### src/rtl/core/lhp_pkg.sv
`timescale 1ns / 1ps
`default_nettype none

package lhp_pkg;

  // record kinds
  localparam logic [1:0] KIND_CCI      = 2'd0;
  localparam logic [1:0] KIND_EXT      = 2'd1;
  localparam logic [1:0] KIND_EXT_LAST = 2'd2;
  localparam logic [1:0] KIND_END      = 2'd3;

  // header-end status codes
  localparam logic [1:0] ST_OK       = 2'd0;
  localparam logic [1:0] ST_SHORT    = 2'd1;
  localparam logic [1:0] ST_OVERFLOW = 2'd2;
  localparam logic [1:0] ST_OVERRUN  = 2'd3;

  // extension types from here up are fixed length
  localparam logic [7:0] EXT_FIXED_MIN = 8'd128;
  localparam logic [9:0] EXT_FIXED_LEN = 10'd3;

  // result queue
  localparam int OQ_DEPTH = 4;
  localparam int OQ_AW    = $clog2(OQ_DEPTH);
  localparam int OQ_CW    = $clog2(OQ_DEPTH + 1);

  typedef struct packed {
    logic [7:0] data_byte;
    logic       packet_end;
  } lhp_in_t;

  typedef struct packed {
    logic [1:0]  record_kind;
    logic [7:0]  out_byte;
    logic [7:0]  ext_type;
    logic [3:0]  version;
    logic [1:0]  psi_bits;
    logic [7:0]  code_point;
    logic [47:0] session_id;
    logic [63:0] object_id_low;
    logic [47:0] object_id_high;
    logic [1:0]  close_flags;
    logic [1:0]  status;
    logic        last_of_run;
  } lhp_out_t;

  // up to two results per byte, second only ever a header-end record
  typedef struct packed {
    logic     push0;
    logic     push1;
    lhp_out_t rec0;
    lhp_out_t rec1;
  } lhp_push_t;

endpackage

`default_nettype wire

### src/rtl/core/lct_header_parser.sv
`timescale 1ns / 1ps
`default_nettype none

// LCT header parser. Takes one datagram byte per beat and can accept a byte in
// every cycle while the result queue has room; each byte gives zero, one or two
// result beats (a CCI or extension byte record, a header-end or error record,
// or a byte record followed by the end record). An input beat passes through a
// one-entry input register, then the parse stage that updates the header state
// and writes its results into a four-entry result queue drained one beat per
// cycle unless the output stalls. The input stalls while the queue holds more
// than two results, so the sustained rate is one byte per cycle whenever results
// average one per byte or fewer and the output does not stall.
module lct_header_parser (
  input  wire logic              clk_i,
  input  wire logic              rst_ni,
  input  wire logic              in_valid_i,
  output logic                   in_stall_o,
  input  wire lhp_pkg::lhp_in_t  in_data_i,
  output logic                   out_valid_o,
  input  wire logic              out_stall_i,
  output lhp_pkg::lhp_out_t      out_data_o
);

  logic               in_valid_q, in_valid_d;
  lhp_pkg::lhp_in_t   in_q;
  logic               space_ok, go, in_accept;
  lhp_pkg::lhp_push_t push;

  assign go         = in_valid_q && space_ok;
  assign in_stall_o = in_valid_q && !space_ok;
  assign in_accept  = in_valid_i && !in_stall_o;
  assign in_valid_d = in_accept || (in_valid_q && !go);

  always_ff @(posedge clk_i or negedge rst_ni) begin
    if (!rst_ni) in_valid_q <= 1'b0;
    else in_valid_q <= in_valid_d;
  end

  always_ff @(posedge clk_i) begin
    if (in_accept) in_q <= in_data_i;
  end

  lhp_parse u_parse (
    .clk_i        (clk_i),
    .rst_ni       (rst_ni),
    .item_valid_i (go),
    .item_i       (in_q),
    .push_o       (push)
  );

  lhp_outq u_outq (
    .clk_i       (clk_i),
    .rst_ni      (rst_ni),
    .push_i      (push),
    .space_ok_o  (space_ok),
    .out_valid_o (out_valid_o),
    .out_stall_i (out_stall_i),
    .out_data_o  (out_data_o)
  );

endmodule

`default_nettype wire

### src/rtl/core/lhp_parse.sv
`timescale 1ns / 1ps
`default_nettype none

module lhp_parse (
  input  wire logic              clk_i,
  input  wire logic              rst_ni,
  input  wire logic              item_valid_i,
  input  wire lhp_pkg::lhp_in_t  item_i,
  output lhp_pkg::lhp_push_t     push_o
);

  localparam logic [2:0] PH_WORD = 3'd1;
  localparam logic [2:0] PH_CCI  = 3'd2;
  localparam logic [2:0] PH_TSI  = 3'd3;
  localparam logic [2:0] PH_TOI  = 3'd4;
  localparam logic [2:0] PH_EXT  = 3'd5;
  localparam logic [2:0] PH_DONE = 3'd6;
  localparam logic [2:0] PH_ERR  = 3'd7;

  logic [2:0]  phase_q, phase_d;
  logic [9:0]  byte_index_q, byte_index_d;
  logic [9:0]  header_q, header_d;
  logic [4:0]  cci_q, cci_d;
  logic [2:0]  session_q, session_d;
  logic [3:0]  object_q, object_d;
  logic [47:0] sess_acc_q, sess_acc_d;
  logic [63:0] obj_low_q, obj_low_d;
  logic [47:0] obj_high_q, obj_high_d;
  logic [7:0]  ext_type_q, ext_type_d;
  logic [9:0]  ext_rem_q, ext_rem_d;
  logic [15:0] fixed_q, fixed_d;
  logic        need_len_q, need_len_d;
  logic [1:0]  err_q, err_d;

  always_comb begin
    logic [7:0]  b;
    logic [9:0]  idx;
    logic [9:0]  need;
    logic [9:0]  hel;
    logic [10:0] left;
    logic        has_byte, has_end, hdr_end, do_enter;
    logic [1:0]  byte_kind, end_status;
    logic [7:0]  byte_type;
    lhp_pkg::lhp_out_t rec_byte, rec_end;

    b          = item_i.data_byte;
    idx        = (byte_index_q == '1) ? byte_index_q : byte_index_q + 10'd1;
    need       = 10'd4 + 10'(cci_q) + 10'(session_q) + 10'(object_q);
    hel        = {b, 2'b00};
    left       = {1'b0, header_q} + 11'd2 - {1'b0, idx};
    has_byte   = 1'b0;
    hdr_end    = 1'b0;
    do_enter   = 1'b0;
    byte_kind  = lhp_pkg::KIND_CCI;
    byte_type  = 8'd0;

    phase_d      = phase_q;
    byte_index_d = idx;
    header_d     = header_q;
    cci_d        = cci_q;
    session_d    = session_q;
    object_d     = object_q;
    sess_acc_d   = sess_acc_q;
    obj_low_d    = obj_low_q;
    obj_high_d   = obj_high_q;
    ext_type_d   = ext_type_q;
    ext_rem_d    = ext_rem_q;
    fixed_d      = fixed_q;
    need_len_d   = need_len_q;
    err_d        = err_q;

    unique case (phase_q)
      PH_WORD: begin
        priority if (idx == 10'd1) begin
          fixed_d = {b[7:4], b[1:0], 10'd0};
          cci_d   = {1'b0, b[3:2], 2'b00} + 5'd4;
        end else if (idx == 10'd2) begin
          session_d     = {b[7], b[4], 1'b0};
          object_d      = {b[6:5], b[4], 1'b0};
          fixed_d[9:8]  = b[1:0];
        end else if (idx == 10'd3) begin
          header_d = {b, 2'b00};
        end else begin
          fixed_d[7:0] = b;
          if (header_q < need) begin
            err_d   = lhp_pkg::ST_OVERFLOW;
            phase_d = PH_ERR;
          end else begin
            phase_d = PH_CCI;
          end
        end
      end
      PH_CCI: begin
        has_byte = 1'b1;
        cci_d    = cci_q - 5'd1;
        if (cci_d == 5'd0) begin
          if (session_q != 3'd0) phase_d = PH_TSI;
          else if (object_q != 4'd0) phase_d = PH_TOI;
          else do_enter = 1'b1;
        end
      end
      PH_TSI: begin
        sess_acc_d = {sess_acc_q[39:0], b};
        session_d  = session_q - 3'd1;
        if (session_d == 3'd0) begin
          if (object_q != 4'd0) phase_d = PH_TOI;
          else do_enter = 1'b1;
        end
      end
      PH_TOI: begin
        obj_high_d = {obj_high_q[39:0], obj_low_q[63:56]};
        obj_low_d  = {obj_low_q[55:0], b};
        object_d   = object_q - 4'd1;
        if (object_d == 4'd0) do_enter = 1'b1;
      end
      PH_EXT: begin
        priority if (need_len_q) begin
          need_len_d = 1'b0;
          // zero length would never advance, so it counts as an overrun
          if (hel == 10'd0 || {1'b0, hel} > left) begin
            err_d   = lhp_pkg::ST_OVERRUN;
            phase_d = PH_ERR;
          end else begin
            ext_rem_d = hel - 10'd2;
          end
        end else if (ext_rem_q == 10'd0) begin
          ext_type_d = b;
          if (b >= lhp_pkg::EXT_FIXED_MIN) ext_rem_d = lhp_pkg::EXT_FIXED_LEN;
          else need_len_d = 1'b1;
        end else begin
          ext_rem_d = ext_rem_q - 10'd1;
          has_byte  = 1'b1;
          byte_type = ext_type_q;
          byte_kind = (ext_rem_d == 10'd0) ? lhp_pkg::KIND_EXT_LAST : lhp_pkg::KIND_EXT;
          if (ext_rem_d == 10'd0 && idx >= header_q) begin
            phase_d = PH_DONE;
            hdr_end = 1'b1;
          end
        end
      end
      default: ;
    endcase

    if (do_enter) begin
      ext_rem_d  = 10'd0;
      need_len_d = 1'b0;
      if (idx >= header_q) begin
        phase_d = PH_DONE;
        hdr_end = 1'b1;
      end else begin
        phase_d = PH_EXT;
      end
    end

    has_end = hdr_end || (item_i.packet_end && phase_d != PH_DONE);
    if (hdr_end) end_status = lhp_pkg::ST_OK;
    else if (phase_d == PH_ERR)
      end_status = (idx < 10'd4 || idx < header_d) ? lhp_pkg::ST_SHORT : err_d;
    else end_status = lhp_pkg::ST_SHORT;

    rec_byte             = '0;
    rec_byte.record_kind = byte_kind;
    rec_byte.out_byte    = b;
    rec_byte.ext_type    = byte_type;
    rec_byte.last_of_run = !has_end;

    rec_end             = '0;
    rec_end.record_kind = lhp_pkg::KIND_END;
    rec_end.status      = end_status;
    rec_end.last_of_run = 1'b1;
    if (end_status == lhp_pkg::ST_OK) begin
      rec_end.version        = fixed_d[15:12];
      rec_end.psi_bits       = fixed_d[11:10];
      rec_end.close_flags    = fixed_d[9:8];
      rec_end.code_point     = fixed_d[7:0];
      rec_end.session_id     = sess_acc_d;
      rec_end.object_id_low  = obj_low_d;
      rec_end.object_id_high = obj_high_d;
    end

    push_o.push0 = item_valid_i && (has_byte || has_end);
    push_o.push1 = item_valid_i && has_byte && has_end;
    push_o.rec0  = has_byte ? rec_byte : rec_end;
    push_o.rec1  = rec_end;

    // packet over: start the next one from a clean slate
    if (item_i.packet_end) begin
      phase_d      = PH_WORD;
      byte_index_d = '0;
      header_d     = '0;
      cci_d        = '0;
      session_d    = '0;
      object_d     = '0;
      sess_acc_d   = '0;
      obj_low_d    = '0;
      obj_high_d   = '0;
      ext_type_d   = '0;
      ext_rem_d    = '0;
      fixed_d      = '0;
      need_len_d   = 1'b0;
      err_d        = '0;
    end
  end

  always_ff @(posedge clk_i or negedge rst_ni) begin
    if (!rst_ni) begin
      phase_q      <= PH_WORD;
      byte_index_q <= '0;
      header_q     <= '0;
      cci_q        <= '0;
      session_q    <= '0;
      object_q     <= '0;
      sess_acc_q   <= '0;
      obj_low_q    <= '0;
      obj_high_q   <= '0;
      ext_type_q   <= '0;
      ext_rem_q    <= '0;
      fixed_q      <= '0;
      need_len_q   <= 1'b0;
      err_q        <= '0;
    end else if (item_valid_i) begin
      phase_q      <= phase_d;
      byte_index_q <= byte_index_d;
      header_q     <= header_d;
      cci_q        <= cci_d;
      session_q    <= session_d;
      object_q     <= object_d;
      sess_acc_q   <= sess_acc_d;
      obj_low_q    <= obj_low_d;
      obj_high_q   <= obj_high_d;
      ext_type_q   <= ext_type_d;
      ext_rem_q    <= ext_rem_d;
      fixed_q      <= fixed_d;
      need_len_q   <= need_len_d;
      err_q        <= err_d;
    end
  end

endmodule

`default_nettype wire

### src/rtl/core/lhp_outq.sv
`timescale 1ns / 1ps
`default_nettype none

module lhp_outq (
  input  wire logic               clk_i,
  input  wire logic               rst_ni,
  input  wire lhp_pkg::lhp_push_t push_i,
  output logic                    space_ok_o,
  output logic                    out_valid_o,
  input  wire logic               out_stall_i,
  output lhp_pkg::lhp_out_t       out_data_o
);

  lhp_pkg::lhp_out_t mem_q [lhp_pkg::OQ_DEPTH];

  logic [lhp_pkg::OQ_AW-1:0] wr_ptr_q, wr_ptr_d, wr_next, rd_ptr_q, rd_ptr_d;
  logic [lhp_pkg::OQ_CW-1:0] count_q, count_d;
  logic                      pop;

  assign wr_next     = wr_ptr_q + lhp_pkg::OQ_AW'(1);
  assign out_valid_o = (count_q != '0);
  assign out_data_o  = mem_q[rd_ptr_q];
  assign pop         = out_valid_o && !out_stall_i;
  // room for the worst case of two results from one byte
  assign space_ok_o  = (count_q <= lhp_pkg::OQ_CW'(lhp_pkg::OQ_DEPTH - 2));

  always_comb begin
    wr_ptr_d = wr_ptr_q + lhp_pkg::OQ_AW'(push_i.push0) + lhp_pkg::OQ_AW'(push_i.push1);
    rd_ptr_d = rd_ptr_q + lhp_pkg::OQ_AW'(pop);
    count_d  = count_q + lhp_pkg::OQ_CW'(push_i.push0) + lhp_pkg::OQ_CW'(push_i.push1)
               - lhp_pkg::OQ_CW'(pop);
  end

  always_ff @(posedge clk_i or negedge rst_ni) begin
    if (!rst_ni) begin
      wr_ptr_q <= '0;
      rd_ptr_q <= '0;
      count_q  <= '0;
    end else begin
      wr_ptr_q <= wr_ptr_d;
      rd_ptr_q <= rd_ptr_d;
      count_q  <= count_d;
    end
  end

  always_ff @(posedge clk_i) begin
    if (push_i.push0) mem_q[wr_ptr_q] <= push_i.rec0;
    if (push_i.push1) mem_q[wr_next]  <= push_i.rec1;
  end

endmodule

`default_nettype wire

### config.mk
export PLATFORM = sky130hd
export DESIGN_NAME = lct_header_parser
export DESIGN_NICKNAME = d
export VERILOG_FILES = /design/src/rtl/core/lhp_pkg.sv /design/src/rtl/core/lct_header_parser.sv /design/src/rtl/core/lhp_parse.sv /design/src/rtl/core/lhp_outq.sv
export SDC_FILE = /design/constraint.sdc
export NUM_CORES = 2
export LEC_CHECK = 0
export BUFFER_PORTS_ARGS = -buffer_cell sky130_fd_sc_hd__buf_2
export CAP_MARGIN = 20
export CORE_ASPECT_RATIO = 0.8
export CORE_MARGIN = 4
export CORE_UTILIZATION = 55
export DETAILED_ROUTE_END_ITERATION = 16
export PLACE_DENSITY = 0.75
export SLEW_MARGIN = 20
export SYNTH_ARGS = -nofsm -noshare
export SYNTH_HDL_FRONTEND = slang
export SYNTH_SLANG_ARGS = --single-unit
### constraint.sdc
create_clock -name clk_i -period 27.1 [get_ports clk_i]
set_input_delay 2.71 -clock clk_i [delete_from_list [all_inputs] [get_ports clk_i]]
set_output_delay 2.71 -clock clk_i [all_outputs]
set_load 0.01 [all_outputs]
# == Yosys cells after proc, flatten, opt, wreduce, memory -nomap -nowiden ==
# Memory sizes are Yosys's and may differ from the RTL's.
# Cells that the tools add are included.
# totals
regBits,249
mem_bits_rw,788
in_bits,13
out_inout_bits,199
word_cells,209
memories,1
# op_classes
addsub,19
n_lt_le_gt_ge,7
eq_ne,17
mux,103
n_reduce_logical,42
# mem_list
memory,depth,width,read_ports,rd_clocked_by_memory_dff,write_ports,line,text
u_outq.mem_q,4,197,1,0,2,lhp_outq.sv:14,lhp_pkg::lhp_out_t mem_q [lhp_pkg::OQ_DEPTH];
# ops
op,n
197-bit 2-to-1 mux,1
48-bit 2-to-1 mux,4
176-bit 2-to-1 mux,1
10-bit 2-to-1 mux,15
64-bit 2-to-1 mux,2
8-bit 2-to-1 mux,9
3-bit 2-to-1 mux,17
16-bit 2-to-1 mux,2
2-bit 2-to-1 mux,16
1-bit 2-to-1 mux,23
"10-bit by 2-bit equality test with 1-bit output, second input constant",2
10-bit zero test,2
10-bit < comparator,2
3-bit nonzero test,6
4-bit AND reduction,4
4-bit 2-to-1 mux,3
3-bit one-hot mux with 4 select lines,1
"10-bit by 2-bit adder with 11-bit output, second input constant",1
10-bit by 11-bit greater-than comparator with 1-bit output,1
11-bit by 10-bit subtractor with 11-bit output,1
"10-bit by 1-bit adder with 10-bit output, second input constant",1
10-bit by 3-bit adder with 10-bit output,1
10-bit by 4-bit adder with 10-bit output,1
"10-bit by 1-bit equality test with 1-bit output, second input constant",1
44 further kinds,71

# == Longest topological paths before layout ==
# depth
depth_word,18
depth_mapped,31
ltp_nobuf,30

# == Cells and area by module ==
# Synthesis repeated with hierarchy kept, for this count alone.
# unflattened
cells_unflattened,3686
area_unflattened_um2,54503.5
# by_module_without_submodules
module,instances,cells_per_inst,area_each_um2,seq_area_each_um2
lhp_outq,1,1941,38697.1,23837.9
lhp_parse,1,1730,15472.3,5806.8
lct_header_parser,1,15,334.1,295.3

# == Worst setup path after synthesis ==
# OpenSTA, ideal clock, no wires.
# synth_timing
kind,register to register
from,register u_parse.byte_index_q[1]
to,memory u_outq.mem_q[0][100] in the netlist's numbering (enable)
setup_ns,1.452
t_arrival_ns,9.150
required_ns,25.648
slack_ns,16.499
stages_incl_launch_ff,29
synth_period_minus_slack_ns,10.601
path_cell_list,dfrtp_1 -> ha_1 -> nand3_1 -> nor3_2 -> mux2i_1 -> inv_1 -> ha_1 -> inv_1 -> ha_1 -> inv_1 -> fa_1 -> nand2b_1 -> o22ai_1 -> a211o_1 -> a211oi_1 -> o21bai_1 -> a21oi_1 -> xor2_1 -> ha_1 -> and4b_1 -> a41o_1 -> a31oi_1 -> nand2b_1 -> or4_4 -> a31oi_4 -> o211ai_1 -> o21ai_0 -> clkbuf_1 -> nand2_1
# synth_lines
element,line,text
"start, declared",lhp_parse.sv:21,"logic [9:0] byte_index_q, byte_index_d;"
"start signal, assigned",lhp_parse.sv:223,byte_index_q <= byte_index_d;
"end, declared",lhp_outq.sv:14,

==> results by group <==
Synthesis
  • EDFF count, synth: 721
  • FF+latch count, synth: about 1,000
  • Post-Synth XOR/XNOR Area: less than 1%
  • Mapped Area: between 0.04 and 0.05 mm²
  • Register area share after synthesis: 59.70%
  • Synth Area in Simple Gates: 12.01%
  • Yosys warning total: 0
  • Post-synthesis cell count: 3,806
  • Main synth FF type: edfxtp_1
  • Synth Area in Compound Gates: 8.156%
  • Avg Synthesized Cell Area: 12.84 µm²
  • Mux cell area share after synthesis: 13.19%
  • Count of different cell masters after synthesis: 75
  • Largest family of logic cells by synthesized area: multiplexers
  • Syn_nets: 3,896
  • Post-synthesis adder-cell area fraction: 2.117%
  • Async set-reset flop share out of synthesis: 23.14%

Detailed routing
  • DR pass1 iterations: 6
  • DRC viols: 0
  • Post-DR wirelength/cell: 24.59 µm
  • DR vias: 33,210
  • Antenna viol nets, final: 0
  • Drt first-iter violations: about 4,300
  • Drt via density: between 6 and 7
  • Drt total wl: 125,700 µm

Floorplan
  • Core Region: around 0.088 mm²
  • Die Width: 341.3 µm
  • Row Count: 97
  • # IOs: 212
  • Starting Density: between 50% and 60%
  • Die Height: 274.6 µm
  • Die area: 0.09372 mm²

CTS
  • # clock sinks: slightly above 1,000
  • Clk_lat worst skew: 0.68 ns
  • # hold bufs at CTS: 0
  • Post-CTS Setup Inserts: 0
  • Worst-path clk slew: 0.06 ns
  • H-tree depth: 3
  • CTS Buf Count: 103
  • CTS tree: done
  • Worst-case clock buffer depth: 3
  • CTS resizes: 0
  • Clock Tree Root: clkbuf_16

Layout
  • Post-Layout Cell Count: 5,114
  • Nets: a little under 4,000
  • N_diodes: 0
  • Ratio of cells with drive above 1 in the final layout: 17.17%
  • Synthesis-to-finish area growth: 9.826%

STA
  • Post-route clock period utilization: 36.51%
  • Final Max Slew Viols: 0
  • Max Clk Rate: roughly 100 MHz
  • Slew HR: between 20 and 25%
  • # setup viols final: 0
  • Final min period: 9.895 ns
  • Slew @ Worst Pin: ~1.2 ns
  • Sum of negative setup slack: 0 ns
  • RSZ-0062 raised after global routing: false
  • Clock skew: 0.04050 ns
  • Final hold vios: 0

Power and ir drop
  • Leak: 18.19 nW
  • Sequential Power Share: 38.0%
  • Sw Ratio: 37.45%
  • Pwr Density: 103.7 mW/mm²
  • Logic gate share of total power: 36.3%
  • Max VDD drop: between 0.00008 and 0.00009 V
  • Switch Pwr: roughly 0.0021 W
  • Pint: 0.003483 W
  • Power share of the clock group: 25.6%

Setup path
  • Worst EP required: 27.46 ns
  • Crit path max-delay family: compound AO/OA/AOI/OAI gates
  • Critical path class: flip-flop to flip-flop
  • CP most frequent cell: ha_1
  • Data arrival, critical path: 10.26 ns
  • WP buf/inv: 5
  • Crit-path max FO: 119
  • RR Startpoint: u_parse.byte_index_q[0]$_DFFE_PN0P_
  • Crit path depth: 30
  • Critical path's largest stage delay: 0.96 ns
  • Worst-case reg-to-reg path depth: 30
  • Startpoint class of the critical path: flip-flop
  • Worst setup path startpoint: u_parse.byte_index_q[0]$_DFFE_PN0P_
  • Slowest cell on crit path: buf_4
  • Crit end category: flip-flop

GRT
  • Global-route wire length before repair: 196,100 µm
  • Initial antenna violation count: 4
  • Total GRT Usage: 26.69%
  • Via count of the first global-routing pass: 32,570
  • Overflow after GRT: 0
  • Pin count of the biggest net entering global routing: around 250

Job
  • Max cap viols: 0

Place
  • Final GP Congestion: 0.8752
  • Port Buffers: 211
  • Placed instance count: 4,919
  • Half-perimeter wire length after detailed placement: 71,230 µm

Worst hold path
  • Hold Crit Depth: 1
  • Min-delay src: u_outq.mem_q[3][0]$_SDFFE_PP1N_
  • HP Class: flip-flop to flip-flop

Run status
  • Status: complete, no violations
## final timing paths
path	slack (ns)	to
worst max-delay path	17.20	u_outq.mem_q[0][71]$_DFFE_PP_
max in group asynchronous	23.73	u_parse.obj_low_q[39]$_DFFE_PN0P_
min in group asynchronous	2.02	u_parse.ext_rem_q[5]$_DFFE_PN0P_
worst min-delay path	0.47	u_outq.mem_q[3][0]$_SDFFE_PP1N_
worst max register to register	17.20	u_outq.mem_q[0][71]$_DFFE_PP_
worst min register to register	0.47	u_outq.mem_q[3][0]$_SDFFE_PP1N_
## per-layer routing
metal	GRT usage (%)	part of all wire (%)	wire, µm	up-vias
met1	39.48	42	52810	16740
met5	0	0	0	-
met4	6.996	2.4	2980	0
met3	4.653	9.1	11480	195
li1	-	-	-	14680
met2	41.49	46	58460	1602
## cell families after synthesis
kind of cell	count (synthesis)
adder cells (fa/ha/maj)	78
XOR/XNOR	36
flip-flops	1037
multiplexers	398
buffers and inverters	409
AO/OA/AOI/OAI	616
AND/OR/NAND/NOR	1232
## stage by stage
| stage | instance area (µm²) | hold slack (ns) | setup WS [ns] | power (W) | util [%] |
|---|---|---|---|---|---|
| after global placement | 50250 | 0.4430 | 17.44 | 0.004124 | 57.18 |
| final | 53680 | 0.4698 | 17.20 | 0.005569 | 61.09 |
| after global routing | 53680 | 0.4995 | 16.54 | 0.005835 | 61.09 |
| after detailed placement | 50250 | 0.4646 | 17.13 | 0.004158 | 57.18 |
| after floorplan | 48870 | 0.4354 | 16.50 | 0.003458 | - |
| after CTS | 53640 | 0.4777 | 17.06 | 0.005576 | 61.04 |
## area by class of cell
class                           instances  area, µm²
Fill cell                            6713      34190
Sequential cell                      1037      29190
Multi-Input combinational cell       2360      17770
Clock buffer                          141       2902
Timing Repair Buffer                  273       1609
Tap cell                             1188       1486
Clock inverter                         53      488.0
Inverter                               62      232.7
## cell usage after synthesis (all sizes together), types with 9 or more instances
cell | number | area, µm²
o21ai | 239 | 1200
edfxtp | 721 | 21650
a21oi | 53 | 265.3
nand3 | 16 | 80.08
ha | 69 | 863.3
dfxtp | 76 | 1521
inv | 62 | 232.7
mux4 | 197 | 4437
and2 | 15 | 96.34
clkbuf | 237 | 889.6
o211ai | 9 | 67.56
buf | 110 | 918.4
dfrtp | 239 | 5981
xor2 | 15 | 131.4
mux2i | 201 | 2012
nor2 | 143 | 536.8
xnor2 | 21 | 183.9
a22oi | 201 | 1509
nand2b | 21 | 131.4
a21o | 12 | 90.09
nor3 | 729 | 3665
nand2 | 246 | 923.4
a22o | 14 | 122.6
o31ai | 16 | 120.1
## cells in the final DEF, fill, tap and decap left out, types with 9 or more instances in the layout
cell / synthesis / final
mux2i_1: 201 / 201
buf_4: 1 / 55
a21oi_1: 53 / 53
buf_2: 5 / 210
a22oi_1: 201 / 201
o21ai_0: 234 / 230
o31ai_1: 16 / 16
nor2_1: 143 / 141
dfxtp_1: 76 / 76
ha_1: 69 / 69
clkbuf_8: 0 / 16
clkbuf_16: 0 / 104
inv_1: 62 / 62
clkinv_1: 0 / 9
xnor2_1: 21 / 21
mux4_2: 197 / 197
a22o_1: 14 / 14
and2_1: 14 / 14
edfxtp_1: 721 / 721
nor3_1: 727 / 727
xor2_1: 15 / 15
nand2b_1: 21 / 20
dfrtp_1: 239 / 237
o211ai_1: 9 / 9
nand2_1: 246 / 239
nand3_1: 16 / 15
a21o_1: 12 / 12
clkinv_2: 0 / 28
clkbuf_1: 237 / 21
## power by group through the flow
stage	sequential (W)	combinational (W)	clock, W
CTS	0.00211	0.00202	0.00144
detailed placement	0.00214	0.00201	0
global route	0.00214	0.00218	0.00151
finish	0.00212	0.00202	0.00143
global placement	0.00213	0.00199	0
floorplan	0.00209	0.00137	0
## sequential cells by signal (all words and copies together) (netlist names)
| register | flops |
|---|---|
| u_parse.session_q | 3 |
| u_parse.header_q | 10 |
| u_parse.err_q | 2 |
| u_parse.obj_low_q | 64 |
| u_parse.obj_high_q | 48 |
| u_parse.cci_q | 5 |
| u_outq.rd_ptr_q | 2 |
| u_outq.wr_ptr_q | 2 |
| in_valid_q | 1 |
| u_parse.ext_type_q | 8 |
| u_parse.fixed_q | 16 |
| u_parse.need_len_q | 1 |
| u_outq.mem_q | 788 |
| u_parse.byte_index_q | 10 |
| u_parse.ext_rem_q | 10 |
| in_q | 9 |
| u_parse.phase_q | 3 |
| u_parse.sess_acc_q | 48 |
| u_outq.count_q | 3 |
| u_parse.object_q | 4 |
No activity file was read; power rests on OpenSTA's default activity.
